$ cat config.mk
export PLATFORM = sky130hd
export DESIGN_NAME = vgapm_write_path
export DESIGN_NICKNAME = d
export VERILOG_FILES = /design/src/sv/vgapm_pkg.sv /design/src/sv/vgapm_write_path.sv
export SDC_FILE = /design/constraint.sdc
export NUM_CORES = 1
export LEC_CHECK = 0
export ABC_CLOCK_PERIOD_IN_PS = 2930
export BUFFER_PORTS_ARGS = -buffer_cell sky130_fd_sc_hd__clkbuf_2
export CAP_MARGIN = 20
export CORE_MARGIN = 1.5
export CORE_UTILIZATION = 55
export DETAILED_ROUTE_END_ITERATION = 10
export GPL_TIMING_DRIVEN = 0
export PLACE_DENSITY_LB_ADDON = 0.12
export SYNTH_ARGS = -nofsm -noshare
export SYNTH_HDL_FRONTEND = slang
export SYNTH_SLANG_ARGS = --single-unit
$ cat constraint.sdc
create_clock -name vclk -period 2.93
set_input_delay 0.1465 -clock vclk [all_inputs]
set_output_delay 0.1465 -clock vclk [all_outputs]
set_load 0.05 [all_outputs]
$ cat src/sv/vgapm_pkg.sv
// shared types, register codes and helper functions for the planar vga memory
// no dependencies; imported by vgapm_write_path and vga_planar_memory_access

package vgapm_pkg;

  // default plane address width and fixed field widths
  localparam int unsigned PLANE_ADDR_BITS_DEF = 16;
  localparam int unsigned CPU_ADDR_W          = 16;
  localparam int unsigned BYTE_W              = 8;
  localparam int unsigned NUM_PLANES          = 4;
  localparam int unsigned WORD_W              = BYTE_W * NUM_PLANES;
  localparam int unsigned CFG_IDX_W           = 3;

  // bit positions inside mode_flags
  localparam int unsigned MF_ENABLE   = 0;
  localparam int unsigned MF_CHAIN4   = 1;
  localparam int unsigned MF_ODD_EVEN = 2;
  localparam int unsigned MF_CHAIN_OE = 3;
  localparam int unsigned MF_COMPARE  = 4;

  // address bits used by chain-4 and chain odd/even
  localparam int unsigned CHAIN4_LO_SRC = 14;
  localparam int unsigned CHAIN4_HI_SRC = 15;

  localparam logic [BYTE_W-1:0] DISABLED_READ = 8'hFF;

  // configuration register indexes
  typedef enum logic [CFG_IDX_W-1:0] {
    REG_MODE_FLAGS      = 3'd0,
    REG_PLANE_WRITE_MSK = 3'd1,
    REG_READ_PLANE      = 3'd2,
    REG_COLOR_COMPARE   = 3'd3,
    REG_WRITE_CONTROL   = 3'd4,
    REG_SET_RESET       = 3'd5,
    REG_BIT_MASK        = 3'd6
  } cfg_reg_t;

  typedef enum logic [1:0] {
    WMODE_ROTATE = 2'd0,
    WMODE_LATCH  = 2'd1,
    WMODE_EXPAND = 2'd2,
    WMODE_MASKED = 2'd3
  } write_mode_t;

  typedef enum logic [1:0] {
    ALU_PASS = 2'd0,
    ALU_AND  = 2'd1,
    ALU_OR   = 2'd2,
    ALU_XOR  = 2'd3
  } alu_op_t;

  // register file contents
  typedef struct packed {
    logic [4:0] mode_flags;
    logic [3:0] plane_write_mask;
    logic [1:0] read_plane;
    logic [7:0] color_compare_care;
    logic [6:0] write_control;
    logic [7:0] set_reset_control;
    logic [7:0] bit_mask;
  } vgapm_cfg_t;

  // rotate a byte right
  function automatic logic [BYTE_W-1:0] ror8(input logic [BYTE_W-1:0] b,
                                             input logic [2:0] n);
    logic [2*BYTE_W-1:0] dbl;
    begin
      dbl  = {b, b} >> n;
      ror8 = dbl[BYTE_W-1:0];
    end
  endfunction

  // colour compare over the planes that take part
  function automatic logic [BYTE_W-1:0] color_compare(input logic [WORD_W-1:0] word,
                                                      input logic [7:0] care);
    logic [BYTE_W-1:0] res;
    begin
      res = DISABLED_READ;
      for (int k = 0; k < NUM_PLANES; k++) begin
        if (care[4+k]) begin
          res = res & ~(word[BYTE_W*k +: BYTE_W] ^ {BYTE_W{care[k]}});
        end
      end
      color_compare = res;
    end
  endfunction

endpackage

$ cat src/sv/vgapm_write_path.sv
// write datapath: write modes, alu and bit mask for all four planes side by side
// depends on vgapm_pkg

module vgapm_write_path (
  input  vgapm_pkg::vgapm_cfg_t        cfg,
  input  logic [vgapm_pkg::WORD_W-1:0] latches,
  input  logic [vgapm_pkg::BYTE_W-1:0] data,
  output logic [vgapm_pkg::WORD_W-1:0] word
);
  import vgapm_pkg::*;

  write_mode_t       wmode;
  alu_op_t           alu;
  logic [BYTE_W-1:0] rotated;
  logic [BYTE_W-1:0] mask;

  // decode write control
  assign wmode   = write_mode_t'(cfg.write_control[1:0]);
  assign alu     = alu_op_t'(cfg.write_control[3:2]);
  assign rotated = ror8(data, cfg.write_control[6:4]);
  assign mask    = (wmode == WMODE_MASKED) ? (cfg.bit_mask & rotated) : cfg.bit_mask;

  // per-plane byte build
  always_comb begin
    logic [BYTE_W-1:0] lat;
    logic [BYTE_W-1:0] src;
    logic [BYTE_W-1:0] res;
    word = '0;
    for (int k = 0; k < NUM_PLANES; k++) begin
      lat = latches[BYTE_W*k +: BYTE_W];
      if (wmode == WMODE_EXPAND) begin
        src = {BYTE_W{data[k]}};
      end else if (wmode == WMODE_MASKED || cfg.set_reset_control[4+k]) begin
        src = {BYTE_W{cfg.set_reset_control[k]}};
      end else begin
        src = rotated;
      end
      case (alu)
        ALU_AND: res = src & lat;
        ALU_OR:  res = src | lat;
        ALU_XOR: res = src ^ lat;
        default: res = src;
      endcase
      if (wmode == WMODE_LATCH) begin
        word[BYTE_W*k +: BYTE_W] = lat;
      end else begin
        word[BYTE_W*k +: BYTE_W] = lat ^ ((res ^ lat) & mask);
      end
    end
  end

endmodule

==> impl_results.md, run 1 <==
* Status: complete, no violations
* Post-Synth Adder-Cell Area at 0.223
* P_sw at 722 uW
* Compound-Gate Fraction of Synth Area at 0.384
* Leakage at 2.26 nW
* Die ar. at 7020 um2
* Gr usage total at 0.371
* Final sequential cell count at 0
* DR vias/cell at 6.92
* Critical Path RT at 2.78 ns
* Worst-margin pin slew at 1.01 ns
* Pins Over Slew Limit at 0
* Multiplexer share of the synthesized area at 0.156
* Yosys cell types at 28
* GR Overflow Total at 0
* # port buffers at 88
* Area Overhead vs Synth at 31.0%
* Internal power at 428 uW
* Max-cap violations at 0
* First DRT Iteration DRCs at 356
* Most frequent cell after synthesis: ha_1
* Crit Path Class: primary input to output port
* WL per Instance at 20.9 um
* Die H at 83.8 um
* Startpoint Class: primary input
* Detailed placer's ending HPWL at 10.5 mm
* Fin nets at 711
* Area occupied by multi-input gates at 3790 um2
* Worst Hold Class: primary input to output port
* Global-route wire length before repair at 21.3 mm
* Switching share of power at 0.628
* Hold-fix buffers, CTS at 0
* Initial antenna violation count at 0
* Synth Area in Simple Gates at 0.163
* Main combinational cell family by area after synthesis: compound AO/OA/AOI/OAI gates
* Vias at 4429
* DRC Markers at 0
* Top cell type's share of synthesized area at 0.223
* Ant diodes at 0
* Worst slack, placed at -0.0831 ns
* Synth Cell Area at 3590 um2
* P per Cell Area at 245 nW/um2
* Fill cells at 502
* Synth Area in XOR/XNOR at 0
* Share of cells above drive strength 1 at 0.270
* GPL Wtd Cong at 1.09
* YS warnings at 0
* Clock power share at 0
* Number of placed instances, taps included at 640
* Largest cells by area after synthesis: ha_1 (22%), mux2i_1 (12%), a22o_1 (9.3%)
* Die W at 83.8 um
* Synth area leader: ha_1
* Final WS setup at 0.0458 ns
* Initial Util at 0.568
* Max Clock Freq at 347 MHz
* Sequential Area at 0 um2
* Final worst path period need at 2.88 ns
* IO Pins at 114
* Final Total Pwr at 1.15 mW
* Register area share after synthesis at 0
* WP data arrival at 2.74 ns
* Largest net degree at the start of global routing at 14
* Drt first pass iters at 5
* Seq pwr share at 0
* Mapped Cells at 474
* Fin. Hold Viols at 0
* Worst hold margin at 0.740 ns
* Crit end category: output port
* Top post-synthesis cells by count: ha_1 (64), mux2i_1 (42), a22o_1 (38)
* Non-filler instance count after layout at 640
* Syn avg cell area at 7.57 um2
* Tcrit/Tclk final at 0.984
* Worst VDD drop at 0.204 mV
* Rel. slew slack at 0.327
* Placement Rows at 29
* Clk_buf instances at 0
* RSZ-0062 raised after global routing: yes
* Vias in the first global route at 4299
* Crit path max fanout at 10
* Post-synth net total at 620
* ANT nets after route at 0
* WL final at 13.4 mm
* Final setup fails at 0
* Core footprint at 6310 um2
* Combinational fraction of design power at 1.000
## final timing paths
| kind | start | endpoint | cells after the start |
|---|---|---|---|
| setup / recovery | cfg[21] | word[17] | 11 |
| hold / removal | latches[6] | word[6] | 4 |
## cells in the final DEF (no fill, tap or decap), types with 2 or more instances in the layout
cell type  instances
o41ai_2           13
nand2_1           32
buf_4              7
nor2_1             2
mux2i_2            2
o21a_1            17
a22o_1            38
a21oi_2            4
buf_6              2
mux2i_1           42
ha_1              64
a21oi_1           16
o311ai_0          12
mux4_2             5
o31a_1             3
o21ai_1           11
clkbuf_4          10
o41ai_4           19
nand3b_1           4
a22oi_1            6
buf_2              9
clkbuf_2          71
nand2b_1           8
o211ai_1          20
and2_1            20
clkbuf_1          19
nor3_1            12
nor2b_1           23
inv_1             32
clkbuf_8           4
o21ai_0           25
a21o_1             4
or3b_2             4
## cells by family after synthesis
logic type / count (synthesis)
buf+inv: 66
fa+ha+maj: 64
compound gates: 188
mux: 49
simple gates: 107
## power groups by stage
stage	clock network (mW)	logic (mW)	registers [mW]
detailed placement	0	1.09	0
CTS	0	1.11	0
floorplan	0	0.826	0
finish	0	1.15	0
global route	0	1.23	0
global placement	0	1.06	0
## routing by layer
layer,wire (um),vias to the layer above,share of wire,track usage
li1,-,2013,-,-
met1,5300,2068,0.40,0.476
met2,6330,296,0.47,0.640
met3,1230,52,0.092,0.0237
met4,538,0,0.040,0.158
met5,0,-,0,0
## stage by stage
stage | instance area (um2) | TNS (ns) | util
after detailed placement | 4610 | -0.631 | 0.730
final | 4700 | 0 | 0.745
after floorplan | 4040 | -0.163 | -
after global placement | 4580 | -0.0618 | 0.725
after CTS | 4650 | 0 | 0.737
after global routing | 4700 | -0.0386 | 0.745
## critical path: stages
cell,delay (ns)
buf_6,0.13
mux2i_1,0.22
mux4_2,0.56
buf_2,0.22
o21ai_1,0.17
nand2_1,0.09
ha_1,0.29
mux2i_1,0.08
a22o_1,0.24
o41ai_4,0.35
clkbuf_8,0.25
## cell type report
| class | count | area share |
|---|---|---|
| multi-input cells | 408 | 0.807 |
| repair buffers | 92 | 0.118 |
| plain buffers | 31 | 0.0293 |
| inverters | 32 | 0.0256 |
| well taps | 77 | 0.0205 |
## timing repair
action / 4_1_cts / 5_1_grt
buffers inserted: 0 / 3
hold endpoints to repair: 0 / 0
pin swaps: 0 / 0
setup endpoints to repair: 12 / 27
resized for setup: 17 / 41
(Power assumes the default switching activity.)
==> inputs of run 2 (changes only) <==
--- a/config.mk
+++ b/config.mk
@@ -6,7 +6,7 @@
 export NUM_CORES = 1
 export LEC_CHECK = 0
 export ABC_CLOCK_PERIOD_IN_PS = 2930
-export BUFFER_PORTS_ARGS = -buffer_cell sky130_fd_sc_hd__clkbuf_2
+export BUFFER_PORTS_ARGS = -buffer_cell sky130_fd_sc_hd__buf_4
 export CAP_MARGIN = 20
 export CORE_MARGIN = 1.5
 export CORE_UTILIZATION = 55
==> impl_results.md, run 2 (same netlist as run 1, synthesis figures left out) <==
* Leakage at 2.28 nW
* Largest net degree at the start of global routing at 11
* Commonest cells after routing, fill and taps aside: buf_4 (85), ha_1 (64), mux2i_1 (40)
* Ant diodes at 0
* Clk_buf instances at 0
* Worst Hold Class: primary input to output port
* Placement Rows at 29
* Crit Path Class: primary input to output port
* Hold-fix buffers, CTS at 0
* Worst VDD drop at 0.185 mV
* DRC Markers at 0
* Worst hold margin at 0.730 ns
* Share of cells above drive strength 1 at 0.266
* Tcrit/Tclk final at 0.967
* Final worst path period need at 2.83 ns
* WP data arrival at 2.69 ns
* Commonest non-fill, non-tap cell in the layout: buf_4
* Final Total Pwr at 1.18 mW
* Critical Path Start: cfg[21]
* Detailed placer's ending HPWL at 10.8 mm
* Initial Util at 0.568
* Pins Over Slew Limit at 0
* Fill cells at 496
* ANT nets after route at 0
* Die ar. at 7020 um2
* Vias at 4448
* Max Clock Freq at 353 MHz
* Max-cap violations at 0
* Final sequential cell count at 0
* Drt first pass iters at 5
* Core footprint at 6310 um2
* Global-route wire length before repair at 21.8 mm
* Final Core Density at 0.767
* Critical Path RT at 2.78 ns
* Vias in the first global route at 4364
* Die H at 83.8 um
* Crit end category: output port
* Rel. slew slack at 0.309
* Hold path start: latches[6]
* WL per Instance at 21.5 um
* GR Overflow Total at 0
* Gr usage total at 0.380
* Final setup fails at 0
* Crit path max fanout at 10
* Sequential Area at 0 um2
* Worst-margin pin slew at 1.04 ns
* GPL Wtd Cong at 1.09
* First DRT Iteration DRCs at 358
* # port buffers at 88
* P per Cell Area at 244 nW/um2
* Area Overhead vs Synth at 35.1%
* Min-Delay Path Depth at 4
* Die W at 83.8 um
* Status: complete, no violations
* IO Pins at 114
* Fin. Hold Viols at 0
* Initial antenna violation count at 0
* Startpoint Class: primary input
* Fin nets at 708
* DR vias/cell at 6.98
* WL final at 13.7 mm
## run 2: metrics by stage
step                instance area, um2  instances  setup slack, ns   TNS (ns)
finish                            4840        637           0.0953          0
global route                      4840        637         -0.00274   -0.00274
CTS                               4830        640        0.0000231          0
detailed placement                4830        640        -0.000353  -0.000353
global placement                  4800        639           0.0297          0
floorplan                         4040        474           -0.163     -0.163
## run 2: repair_timing
item | 4_1_cts | 5_1_grt
endpoints found under the setup margin | 1 | 23
gates resized for setup | 1 | 16
setup buffers | 0 | 1
gates cloned | 0 | 0
## run 2: final cells by class
cell class	count	area, um2	area share
buffer	30	130	0.0269
inverter	32	120	0.0248
multi-input combinational	408	3800	0.784
tap	77	96.3	0.0199
timing repair buffer	90	698	0.144
## run 2: worst paths after layout
path       to  slack, ns
max   word[3]        0.1
min   word[6]       0.73
## run 2: power breakdown
part	internal (mW)	total, mW	switching (mW)	leakage (nW)
logic	0.458	1.18	0.723	2.28
clock network	0	0	0	0
registers	0	0	0	0
## run 2: metal layers
layer  track usage  up-vias  routed length, um
met4         0.142        0                528
met3        0.0287       55               1170
met5             0        -                  0
li1              -     2004                  -
met1         0.479     2115               5380
met2         0.674      274               6640
## run 2: critical path: stages
cell	delay [ns]
buf_6	0.13
mux2i_1	0.20
mux4_2	0.56
buf_2	0.21
o21ai_0	0.19
nand2_1	0.08
ha_1	0.30
mux2i_1	0.09
a22o_1	0.23
o41ai_4	0.33
buf_6	0.21
